$ cat src/rtl/kat_pkg.sv
// Shared types and constants for the knob activity tracker.
`timescale 1ns / 1ps

package kat_pkg;

  localparam int unsigned FADE_MAX = 512;
  localparam int unsigned FADE_W   = $clog2(FADE_MAX + 1);
  localparam int unsigned POS_W    = 32;
  localparam int unsigned AXIS_W   = 8;
  localparam int unsigned CNT_W    = 8;
  localparam int unsigned LAMP_W   = 8;
  localparam int unsigned LAMP_SCALE = 255;

  localparam int unsigned DB_W    = 16;
  localparam int unsigned WRAP_W  = 31;
  localparam int unsigned IDLE_W  = 8;
  localparam int unsigned CFG_IDX_W  = 2;
  localparam int unsigned CFG_DATA_W = 32;

  localparam logic [DB_W-1:0]   DEADBAND_RST = DB_W'(15);
  localparam logic [WRAP_W-1:0] WRAP_RST     = WRAP_W'(1000);
  localparam logic [IDLE_W-1:0] IDLE_RST     = IDLE_W'(100);

  typedef enum logic [CFG_IDX_W-1:0] {
    REG_DEADBAND  = 2'd0,
    REG_WRAP      = 2'd1,
    REG_IDLE      = 2'd2
  } cfg_reg_e;

  typedef logic signed [1:0] spin_t;
  localparam spin_t SPIN_ZERO = 2'sb00;
  localparam spin_t SPIN_FWD  = 2'sb01;
  localparam spin_t SPIN_REV  = 2'sb11;

  typedef struct packed {
    logic [DB_W-1:0]   deadband;
    logic [WRAP_W-1:0] wrap_threshold;
    logic [IDLE_W-1:0] idle_limit;
  } cfg_t;

  // Per-channel values after one tick
  typedef struct packed {
    logic [AXIS_W-1:0] axis;
    spin_t             spin;
    logic [FADE_W-1:0] fade;
    spin_t             held;
  } chan_res_t;

endpackage

$ cat src/rtl/kat_channel.sv
// One knob channel: deadband filter, spin direction, idle counter, fade and held spin.
`timescale 1ns / 1ps

module kat_channel (
  input  logic                    clk_i,
  input  logic                    rst_ni,
  input  logic                    step_i,
  input  logic [kat_pkg::POS_W-1:0] pos_i,
  input  kat_pkg::cfg_t           cfg_i,
  output kat_pkg::chan_res_t      res_o
);
  import kat_pkg::*;

  localparam logic [FADE_W-1:0] FADE_TOP = FADE_W'(FADE_MAX);

  logic [POS_W-1:0]  last_q, last_d;
  logic [CNT_W-1:0]  cnt_q, cnt_d;
  spin_t             spin_q, spin_d;
  logic [FADE_W-1:0] fade_q, fade_d;
  spin_t             held_q, held_d;

  logic [POS_W-1:0]   delta;
  logic signed [POS_W:0] delta_ext, db_ext, fall_diff, wrap_ext;
  logic               in_band;
  logic [POS_W-1:0]   filt;
  logic [CNT_W-1:0]   cnt_inc;

  always_comb begin
    delta     = pos_i - last_q;
    delta_ext = $signed({delta[POS_W-1], delta});
    db_ext    = $signed({{(POS_W + 1 - DB_W){1'b0}}, cfg_i.deadband});
    in_band   = (delta_ext <= db_ext) && (delta_ext >= -db_ext);
    filt      = in_band ? last_q : pos_i;

    // exact fall size, no wrap
    fall_diff = $signed({last_q[POS_W-1], last_q}) - $signed({filt[POS_W-1], filt});
    wrap_ext  = $signed({{(POS_W + 1 - WRAP_W){1'b0}}, cfg_i.wrap_threshold});
    cnt_inc   = cnt_q + CNT_W'(1);

    spin_d = spin_q;
    cnt_d  = cnt_q;
    if (filt == last_q) begin
      cnt_d = cnt_inc;
      if (cnt_inc == CNT_W'(cfg_i.idle_limit)) begin
        spin_d = SPIN_ZERO;
        cnt_d  = '0;
      end
    end else if (($signed(filt) > $signed(last_q)) || (fall_diff > wrap_ext)) begin
      spin_d = SPIN_FWD;
    end else begin
      spin_d = SPIN_REV;
    end

    last_d = filt;

    fade_d = fade_q;
    if (spin_d != SPIN_ZERO) begin
      if (fade_q < FADE_TOP) fade_d = fade_q + FADE_W'(1);
    end else begin
      if (fade_q != '0) fade_d = fade_q - FADE_W'(1);
    end

    held_d = (spin_d != SPIN_ZERO) ? spin_d : held_q;
    if (fade_d == '0) held_d = SPIN_ZERO;
  end

  always_ff @(posedge clk_i or negedge rst_ni) begin
    if (!rst_ni) begin
      last_q <= '0;
      cnt_q  <= '0;
      spin_q <= SPIN_ZERO;
      fade_q <= '0;
      held_q <= SPIN_ZERO;
    end else if (step_i) begin
      last_q <= last_d;
      cnt_q  <= cnt_d;
      spin_q <= spin_d;
      fade_q <= fade_d;
      held_q <= held_d;
    end
  end

  assign res_o.axis = filt[AXIS_W+1:2];
  assign res_o.spin = spin_d;
  assign res_o.fade = fade_d;
  assign res_o.held = held_d;

endmodule

$ cat src/rtl/knob_activity_tracker.sv
// Top level: two knob channels, config registers and the report output register.
// An accepted tick's report beat shows on the master side in the cycle after it is taken.
// Throughput: one tick per cycle while the master side takes each beat; the output register frees as its beat is taken.
// Each channel's state and the report are both loaded at the accepting edge.
// Reset (async, active low) clears channel state and the output valid, and loads
// the register defaults: deadband 15, wrap threshold 1000, idle limit 100.
`timescale 1ns / 1ps

module knob_activity_tracker (
  input  logic        clk_i,
  input  logic        rst_ni,
  // slave side: buttons[15:0], pos_left[47:16], pos_right[79:48]
  input  logic        s_axis_tvalid,
  output logic        s_axis_tready,
  input  logic [79:0] s_axis_tdata,
  // master side: report_buttons[15:0], axis_left[23:16], axis_right[31:24],
  // dir_left[33:32], dir_right[35:34], glow_left[45:36], glow_right[55:46],
  // sticky_dir_left[57:56], sticky_dir_right[59:58], lamp_level[67:60], zero pad[71:68]
  output logic        m_axis_tvalid,
  input  logic        m_axis_tready,
  output logic [71:0] m_axis_tdata,
  // config write channel
  input  logic                            cfg_valid_i,
  output logic                            cfg_ready_o,
  input  logic [kat_pkg::CFG_IDX_W-1:0]   cfg_index_i,
  input  logic [kat_pkg::CFG_DATA_W-1:0]  cfg_data_i
);
  import kat_pkg::*;

  cfg_t        cfg_q;
  logic        accept;
  chan_res_t   res_l, res_r;
  logic [FADE_W-1:0]         top_fade;
  logic [FADE_W+LAMP_W-1:0]  lamp_prod;
  logic [LAMP_W-1:0]         lamp;
  logic        out_valid_q, out_valid_d;
  logic [71:0] out_data_q, out_data_d;

  assign cfg_ready_o = 1'b1;

  always_ff @(posedge clk_i or negedge rst_ni) begin
    if (!rst_ni) begin
      cfg_q.deadband       <= DEADBAND_RST;
      cfg_q.wrap_threshold <= WRAP_RST;
      cfg_q.idle_limit     <= IDLE_RST;
    end else if (cfg_valid_i) begin
      case (cfg_index_i)
        REG_DEADBAND: cfg_q.deadband       <= cfg_data_i[DB_W-1:0];
        REG_WRAP:     cfg_q.wrap_threshold <= cfg_data_i[WRAP_W-1:0];
        REG_IDLE:     cfg_q.idle_limit     <= cfg_data_i[IDLE_W-1:0];
        default: ;
      endcase
    end
  end

  assign s_axis_tready = !out_valid_q || m_axis_tready;
  assign accept        = s_axis_tvalid && s_axis_tready;

  kat_channel u_left (
    .clk_i  (clk_i),
    .rst_ni (rst_ni),
    .step_i (accept),
    .pos_i  (s_axis_tdata[47:16]),
    .cfg_i  (cfg_q),
    .res_o  (res_l)
  );

  kat_channel u_right (
    .clk_i  (clk_i),
    .rst_ni (rst_ni),
    .step_i (accept),
    .pos_i  (s_axis_tdata[79:48]),
    .cfg_i  (cfg_q),
    .res_o  (res_r)
  );

  always_comb begin
    top_fade  = (res_l.fade > res_r.fade) ? res_l.fade : res_r.fade;
    lamp_prod = (FADE_W + LAMP_W)'(top_fade) * (FADE_W + LAMP_W)'(LAMP_SCALE);
    lamp      = LAMP_W'(lamp_prod / FADE_MAX);
    out_data_d = {4'b0000, lamp, res_r.held, res_l.held, res_r.fade, res_l.fade,
                  res_r.spin, res_l.spin, res_r.axis, res_l.axis, s_axis_tdata[15:0]};
    out_valid_d = accept || (out_valid_q && !m_axis_tready);
  end

  always_ff @(posedge clk_i or negedge rst_ni) begin
    if (!rst_ni) begin
      out_valid_q <= 1'b0;
    end else begin
      out_valid_q <= out_valid_d;
    end
  end

  always_ff @(posedge clk_i) begin
    if (accept) begin
      out_data_q <= out_data_d;
    end
  end

  assign m_axis_tvalid = out_valid_q;
  assign m_axis_tdata  = out_data_q;

endmodule

$ cat config.mk
export PLATFORM = sky130hd
export DESIGN_NAME = knob_activity_tracker
export DESIGN_NICKNAME = d
export VERILOG_FILES = /design/src/rtl/kat_pkg.sv /design/src/rtl/kat_channel.sv /design/src/rtl/knob_activity_tracker.sv
export SDC_FILE = /design/constraint.sdc
export NUM_CORES = 1
export LEC_CHECK = 0
export BUFFER_PORTS_ARGS = -buffer_cell sky130_fd_sc_hd__buf_2
export CAP_MARGIN = 5
export CELL_PAD_IN_SITES_DETAIL_PLACEMENT = 0
export CELL_PAD_IN_SITES_GLOBAL_PLACEMENT = 2
export CORE_ASPECT_RATIO = 1.2
export CORE_MARGIN = 3
export CORE_UTILIZATION = 41
export CTS_CLUSTER_DIAMETER = 80
export DETAILED_ROUTE_END_ITERATION = 8
export PLACE_DENSITY_LB_ADDON = 0.1
export SETUP_SLACK_MARGIN = 0.4
export SYNTH_ARGS = -nofsm -noshare
export SYNTH_HDL_FRONTEND = slang
export SYNTH_SLANG_ARGS = --single-unit
$ cat constraint.sdc
create_clock -name clk_i -period 33 [get_ports clk_i]
set_input_delay 8.25 -clock clk_i [delete_from_list [all_inputs] [get_ports clk_i]]
set_output_delay 8.25 -clock clk_i [all_outputs]
set_load 0.02 [all_outputs]
==> results of run 1 <==
[worst paths after layout]
kind | from | to | slack [ps] | cells past startpoint
worst max-delay path | s_axis_tdata[16] | m_axis_tdata[67] | 9630 | 60
worst min-delay path | u_right.held_q[0] | u_right.held_q[0] | 500 | 1
worst max register to register | u_left.last_q[4] | m_axis_tdata[67] | 16870 | 60
worst min register to register | u_right.held_q[0] | u_right.held_q[0] | 500 | 1
max in group asynchronous | rst_ni | cfg_q[36] | 24030 | 2
min in group asynchronous | rst_ni | u_left.last_q[3] | 7660 | 1
[kinds of logic (layout without fill, tap and decap cells)]
| logic type | count (synthesis) | in the layout |
|---|---|---|
| and+or+nand+nor | 928 | 928 |
| AOI/OAI and AO/OA | 863 | 863 |
| adders and majority gates | 367 | 367 |
| buffers and inverters | 363 | 526 |
| DFF | 232 | 232 |
| xor gates and xnor gates | 166 | 166 |
| muxes | 64 | 64 |
| other | 2 | 5 |
[synth_stat cells, types with 11 or more instances]
master / n
a2111oi_0: 12
nand3_1: 72
and3_1: 28
o211ai_1: 21
nand4_1: 63
mux2i_1: 19
xor2_1: 63
mux2_2: 45
o21bai_1: 15
nor2_1: 198
buf_2: 14
dfstp_2: 13
o21ai_0: 226
nor3b_1: 13
a21boi_0: 11
o21a_1: 44
or4_1: 12
a21oi_1: 254
nand2b_1: 46
nor2b_1: 32
inv_1: 257
a211o_1: 14
nor3_1: 56
nand2_1: 288
a211oi_1: 22
fa_1: 42
o31ai_1: 14
xnor2_1: 103
or3_1: 20
ha_1: 321
and2_1: 20
nor4_1: 27
a21o_1: 100
dfrtp_1: 151
edfxtp_1: 68
a31oi_1: 25
clkbuf_1: 73
[state kept, by name, indices dropped and copies added, names as in the netlist, 2 cells and up]
register and cells:
u_left.held_q 2, cfg_q 55, u_right.last_q 32, m_axis_tdata 68, u_right.held_q 2, u_right.spin_q 2
u_right.cnt_q 8, u_left.cnt_q 8, u_left.last_q 32, u_left.spin_q 2, u_left.fade_q 10, u_right.fade_q 10
[stage by stage]
stage | hold WS, ps | cell area, um^2 | std cells | worst slack (ps) | util
after CTS | 507 | 27600 | 3951 | 9740 | 0.461
after detailed placement | 493 | 26400 | 3893 | 9160 | 0.443
final | 500 | 27600 | 3951 | 9630 | 0.461
after global placement | 465 | 26400 | 3893 | 9130 | 0.443
after global routing | 520 | 27600 | 3951 | 8380 | 0.461
after floorplan | 449 | 24800 | 2988 | 11660 | -
[worst max-delay path: cells and delay by family]
kind	cells	cell delay, ps
mux	1	70
fa+ha+maj	10	3880
buf+inv	7	1020
xor+xnor	1	70
simple gates	15	3690
compound gates	26	6690
[final cells by class]
cell class	count	area, um^2	area share
Clock buffer	35	801	0.0291
Multi-Input combinational cell	2393	17200	0.624
Clock inverter	23	318	0.0115
Sequential cell	232	6160	0.224
Inverter	260	981	0.0356
Timing Repair Buffer	208	1100	0.0399
Tap cell	800	1000	0.0363
[routing by layer]
metal,global-route usage,share of wire
met1,0.313,0.44
met4,0.0647,0.026
met3,0.0230,0.036
met5,0,0
met2,0.453,0.50
==> results.toml, run 1 <==
[floorplan]
fp.dieH_um = 275
io_pins = 194
num_rows = 98
dieArea_mm2 = 0.0634
coreArea_mm2 = 0.0597
initial_core_util = 0.414
die_x_um = 230

[detailed_routing]
post_drt_wl_per_cell_um = 20.2
drc = 0
drt_iter0_drc = 1313
ant_nets = 0
vias = 22400
wl_um = 79900
first_pass_iters = 5
via_per_inst = 5.67

[timing]
min_period_over_period = 0.708
setup_tns_ps = 0
maxSlewViolCount = 0
rsz0062_at_grt = "false"
fmax_mhz = 42.8
fin_crit_ps = 23370
finalSetupViolCount = 0
slew_headroom = 0.329
final_hold_viol_count = 0
clock_skew_ps = 24.6
tightest_slew_ps = 997

[clock_tree]
clk_latency_ps = 620
post-cts-setup-buffers = 0
cts_tree = "built"
h-tree-depth = 1
hold_buffers = 0
root_buffer = "clkbuf_16"
cts.sink_count = 232
cts_made_buffers = 31
clkTransAtPathRegs_ps = 70
cts_resized = 0
clk_path_buf_depth = 3

[layout]
finalNetCount = 3608
final_cell_mix = "ha_1, nand2_1, inv_1"
areaGrowthSynthToFinish_pct = 11.4
drive_gt1_frac = 0.119
antennaDiodeCount = 0
fillers = 6035
layout_commonest_cell = "ha_1"

[logic_synthesis]
async_flop_share = 0.707
synth_cell_types = 106
synthTopCellsByArea = "ha_1, dfrtp_1, edfxtp_1"
synth_mux_area_frac = 0.0282
synthAdderAreaFrac = 0.198
syn_area_per_cell_um2 = 8.29
synth_edf_count = 68
yosys_warnings = 0
seq_area_frac_synth = 0.249
synth_top_area_share = 0.162
yosys.area.top_type = "ha_1"
synthCells = 2985
synth-simple-area-share = 0.186
synth_compound_area_frac = 0.222
synth_top_family_by_area = "compound AO/OA/AOI/OAI gates"
synth_xor_area_frac = 0.0587
synth_ff_type = "dfrtp_1"
ys_seq_elements = 232
netlist_area_mm2 = 0.0247

[grt]
grt_pass1_wl_um = 125000
grt_pass1_vias = 22100
antenna_found_initial = 1
grt_start_max_net_pins = 74
track_usage = 0.248
overflow = 0

[worst_setup_path]
worst-path-max-fanout = 56
cp-end-kind = "register"
path_class = "primary input to register"
cp-start-kind = "primary input"
worstPathRequired_ps = 33370
cp_common_cell = "o21a_1"
cp_slowest_cell = "or4_1"
arrival_ps = 23730
critical-path-max-stage-delay_ps = 770

[place]
place_hpwl_um = 65100
gp_congestion = 0.881
numPortBuffers = 187

[run]
max-cap-violations = 0

[status]
status = "completed"

[hold_path]
hold_class = "register to register"
Power of run 1 is left out: the tool's default activity adds up to more than one toggle a clock period on the data nets, which glitch-free logic cannot reach.
==> run 2, diff against run 1 <==
--- a/config.mk
+++ b/config.mk
@@ -11,7 +11,7 @@
 export CELL_PAD_IN_SITES_GLOBAL_PLACEMENT = 2
 export CORE_ASPECT_RATIO = 1.2
 export CORE_MARGIN = 3
-export CORE_UTILIZATION = 41
+export CORE_UTILIZATION = 38
 export CTS_CLUSTER_DIAMETER = 80
 export DETAILED_ROUTE_END_ITERATION = 8
 export PLACE_DENSITY_LB_ADDON = 0.1
==> constraint.sdc (replaced) <==
create_clock -name clk_i -period 23.3 [get_ports clk_i]
set_input_delay 5.825 -clock clk_i [delete_from_list [all_inputs] [get_ports clk_i]]
set_output_delay 5.825 -clock clk_i [all_outputs]
set_load 0.02 [all_outputs]
==> results.toml, run 2 (synthesis results as in run 1) <==
[status]
status = "completed"

[run]
max-cap-violations = 0

[worst_setup_path]
worst-path-max-fanout = 51
cp-start-kind = "primary input"
cp-end-kind = "register"
critical-path-max-stage-delay_ps = 760
path_delay_family = "compound AO/OA/AOI/OAI gates"
arrival_ps = 21510
critPathBufInv = 3
cp_common_cell = "o21a_1"
path_class = "primary input to register"
worstPathRequired_ps = 23590
cp_slowest_cell = "or4_1"

[layout]
fillers = 6406
multi_input_area_mm2 = 0.0172
areaGrowthSynthToFinish_pct = 11.9
largest_reg_flops = 68
drive_gt1_frac = 0.119
layout_commonest_cell = "ha_1"
finalNetCount = 3614
final_cell_mix = "ha_1, nand2_1, inv_1"
utilization = 0.434
regArea_mm2 = 0.00616

[detailed_routing]
drt_iter0_drc = 1191
drc = 0
ant_nets = 0
post_drt_wl_per_cell_um = 20.3
vias = 22100
first_pass_iters = 5
via_per_inst = 5.54
wl_um = 81000

[timing]
rsz0062_at_grt = "false"
fin_crit_ps = 21220
fmax_mhz = 47.1
maxSlewViolCount = 0
slew_headroom = 0.293
finalSetupViolCount = 0
clock_skew_ps = 15.4
setup_tns_ps = 0
min_period_over_period = 0.911
final_hold_viol_count = 0
tightest_slew_ps = 1050

[clock_tree]
cts_tree = "built"
clkTransAtPathRegs_ps = 70
cts_resized = 0
hold_buffers = 0
cts.sink_count = 232
root_buffer = "clkbuf_16"
clk_path_buf_depth = 3
post-cts-setup-buffers = 0
cts_made_buffers = 34
clk_latency_ps = 550
h-tree-depth = 2

[floorplan]
initial_core_util = 0.388
io_pins = 194
die_x_um = 239
num_rows = 101
coreArea_mm2 = 0.0638
fp.dieH_um = 286
dieArea_mm2 = 0.0682

[grt]
grt_pass1_wl_um = 128000
grt_pass1_vias = 22200
antenna_found_initial = 0
overflow = 0
grt_start_max_net_pins = 95
track_usage = 0.237

[place]
numPortBuffers = 187
gp_congestion = 0.873
place_hpwl_um = 66400

[hold_path]
hold_class = "register to register"
-- run 2: cell count changes in the layout (fill, tap and decap cells not counted), moves of 2 or more --
cell	change
clkbuf_16	+5
clkbuf_1	+3
clkbuf_8	+2
clkinv_2	-2
buf_4	+3
clkinvlp_4	-4
-- run 2: area by class of cell --
type                    instances  area share
clock inverters                16     0.00818
flip-flops and latches        232       0.223
well taps                     824      0.0372
repair buffers                211      0.0405
inverters                     260      0.0354
diodes                          1   0.0000904
multi-input cells            2393       0.621
clock buffers                  45      0.0348
-- run 2: through the flow --
| stage | cells | cell area (um^2) | hold WS [ps] | setup slack, ps |
|---|---|---|---|---|
| after floorplan | 2988 | 24800 | 449 | 4380 |
| after global placement | 3920 | 26500 | 465 | 1650 |
| after detailed placement | 3920 | 26500 | 474 | 1510 |
| after CTS | 3981 | 27700 | 488 | 2040 |
| after global routing | 3981 | 27700 | 511 | 809 |
| final | 3982 | 27700 | 488 | 2080 |
-- run 2: final timing paths --
path / endpoint / startpoint / cells after the start / slack, ps
worst max-delay path: m_axis_tdata[67] / s_axis_tdata[20] / 60 / 2080
worst min-delay path: u_right.held_q[0] / u_right.held_q[0] / 1 / 490
worst max register to register: m_axis_tdata[67] / u_left.last_q[4] / 60 / 6910
worst min register to register: u_right.held_q[0] / u_right.held_q[0] / 1 / 490
max in group asynchronous: m_axis_tvalid / rst_ni / 3 / 15990
min in group asynchronous: u_left.last_q[4] / rst_ni / 1 / 5210
-- run 2: layer usage --
layer  global-route usage  routed length, um  vias to the layer above
li1                     -                  -                    11000
met1                0.308              36700                    10500
met2                0.417              39400                      411
met3               0.0242               2680                      107
met4               0.0665               2270                        0
met5                    0                  0                        -
Power of run 2 is left out for the same reason.
==> run 3, diff against run 2 <==
--- a/config.mk
+++ b/config.mk
@@ -5,13 +5,14 @@
 export SDC_FILE = /design/constraint.sdc
 export NUM_CORES = 1
 export LEC_CHECK = 0
+export ABC_AREA = 1
 export BUFFER_PORTS_ARGS = -buffer_cell sky130_fd_sc_hd__buf_2
 export CAP_MARGIN = 5
 export CELL_PAD_IN_SITES_DETAIL_PLACEMENT = 0
 export CELL_PAD_IN_SITES_GLOBAL_PLACEMENT = 2
 export CORE_ASPECT_RATIO = 1.2
 export CORE_MARGIN = 3
-export CORE_UTILIZATION = 38
+export CORE_UTILIZATION = 36
 export CTS_CLUSTER_DIAMETER = 80
 export DETAILED_ROUTE_END_ITERATION = 8
 export PLACE_DENSITY_LB_ADDON = 0.1
==> results.toml, run 3 <==
[layout]
final_cell_mix = "nand2_1, inv_1, ha_1"
finalNetCount = 4365
largest_reg_flops = 68
layout_commonest_cell = "nand2_1"
utilization = 0.411
antennaDiodeCount = 0
fillers = 7595
drive_gt1_frac = 0.112
areaGrowthSynthToFinish_pct = 12.4

[logic_synthesis]
seq_area_frac_synth = 0.241
netlist_area_mm2 = 0.0256
yosys.area.top_type = "ha_1"
synthTopCellsByCount = "nand2_1, inv_1, ha_1"
syn_area_per_cell_um2 = 6.93
synth_ff_type = "dfrtp_1"
synth_edf_count = 68
yosysMostFrequentCell = "nand2_1"
yosys_warnings = 0
async_flop_share = 0.707
synth_cell_types = 64
synthTopCellsByArea = "ha_1, dfrtp_1, nand2_1"
ys_seq_elements = 232
synthCells = 3699
synth_top_area_share = 0.157

[detailed_routing]
wl_um = 87100
post_drt_wl_per_cell_um = 18.0
vias = 23700
ant_nets = 0
drt_iter0_drc = 1323
first_pass_iters = 5
drc = 0
via_per_inst = 4.90

[run]
max-cap-violations = 0

[timing]
finalSetupViolCount = 0
maxSlewViolCount = 0
setup_ws_ps = 2120
fmax_mhz = 47.2
fin_crit_ps = 21180
tightest_slew_ps = 885
final_hold_viol_count = 0
clock_skew_ps = 25.0
slew_headroom = 0.405
min_period_over_period = 0.909
setup_tns_ps = 0
holdWs_ps = 484
rsz0062_at_grt = "false"

[grt]
grt_start_max_net_pins = 93
overflow = 0
track_usage = 0.232
use_met1 = 0.313
grt_pass1_vias = 23500
use_met3 = 0.0253
grt_pass1_wl_um = 135000
top_usage_layer = "met2"
grt_util_met2 = 0.397
antenna_found_initial = 1

[worst_setup_path]
cp_common_cell = "nand2_1"
worst-path-max-fanout = 34
path_class = "primary input to register"
arrival_ps = 21470
worstPathRequired_ps = 23590
critPathBufInv = 14
cp-start-kind = "primary input"
cp-end-kind = "register"
cp_slowest_cell = "o21ai_0"
critical-path-max-stage-delay_ps = 630
path_delay_family = "simple AND/OR/NAND/NOR gates"

[place]
place_ws_ps = 1180
numPortBuffers = 187
gp_congestion = 0.894
place_hpwl_um = 74300

[floorplan]
io_pins = 194
initial_core_util = 0.366
coreArea_mm2 = 0.0700
dieArea_mm2 = 0.0744
fp.dieH_um = 298
die_x_um = 250
num_rows = 106

[status]
status = "completed"

[clock_tree]
cts.sink_count = 232
clk_path_buf_depth = 3
h-tree-depth = 2
clkTransAtPathRegs_ps = 60
clk_latency_ps = 550
root_buffer = "clkbuf_16"
post-cts-setup-buffers = 0
cts_made_buffers = 35
cts_tree = "built"

[hold_path]
hold_class = "register to register"
-- run 3: through the flow --
step | cells | cell area [um^2]
4_1_cts | 4827 | 28800
3_5_place_dp | 4763 | 27600
3_3_place_gp | 4763 | 27600
6_report | 4828 | 28800
2_1_floorplan | 3702 | 25600
5_1_grt | 4828 | 28800
-- run 3: final cells by class --
| class | count | area, um^2 | share of cell area |
|---|---|---|---|
| multi-input cells | 2770 | 16800 | 0.584 |
| flip-flops and latches | 232 | 6160 | 0.214 |
| inverters | 640 | 2410 | 0.0837 |
| well taps | 918 | 1150 | 0.0399 |
| repair buffers | 203 | 1060 | 0.0370 |
| clock buffers | 44 | 961 | 0.0334 |
| clock inverters | 20 | 233 | 0.00808 |
| repair inverters | 1 | 5.00 | 0.000174 |
-- run 3: routing by layer --
metal | vias to the layer above | share of wire
li1 | 12400 | -
met1 | 10800 | 0.47
met2 | 408 | 0.47
met3 | 91 | 0.035
met4 | 0 | 0.026
met5 | - | 0
-- run 3: what timing repair did --
| item | CTS | global route |
|---|---|---|
| gates resized for setup | 0 | 2 |
| hold buffers | 0 | 0 |
| setup endpoints to repair | 0 | 2 |
-- run 3: kinds of logic after synthesis --
family,synth area share
muxes,0.000781
xor gates and xnor gates,0.0527
DFF,0.241
AOI/OAI and AO/OA,0.128
and+or+nand+nor,0.284
buffers and inverters,0.104
other,0.000293
adders and majority gates,0.190
-- run 3: worst register-to-register path: cells and delay by family (launching register included) --
family,cells,cell delay (ps)
simple gates,40,5810
compound gates,23,4400
fa+ha+maj,10,3900
buf+inv,12,1050
xor+xnor,3,700
flops,1,380
-- run 3: final timing paths --
path	startpoint	end	slack, ps	depth (start not counted)
worst min-delay path	cfg_q[19]	cfg_q[19]	480	2
worst min register to register	cfg_q[19]	cfg_q[19]	480	2
max in group asynchronous	rst_ni	u_right.last_q[6]	16750	2
min in group asynchronous	rst_ni	u_left.cnt_q[1]	5290	1
worst max-delay path	s_axis_tdata[29]	m_axis_tdata[67]	2120	91
worst max register to register	cfg_q[40]	m_axis_tdata[67]	6820	88
Power of run 3 is left out for the same reason.
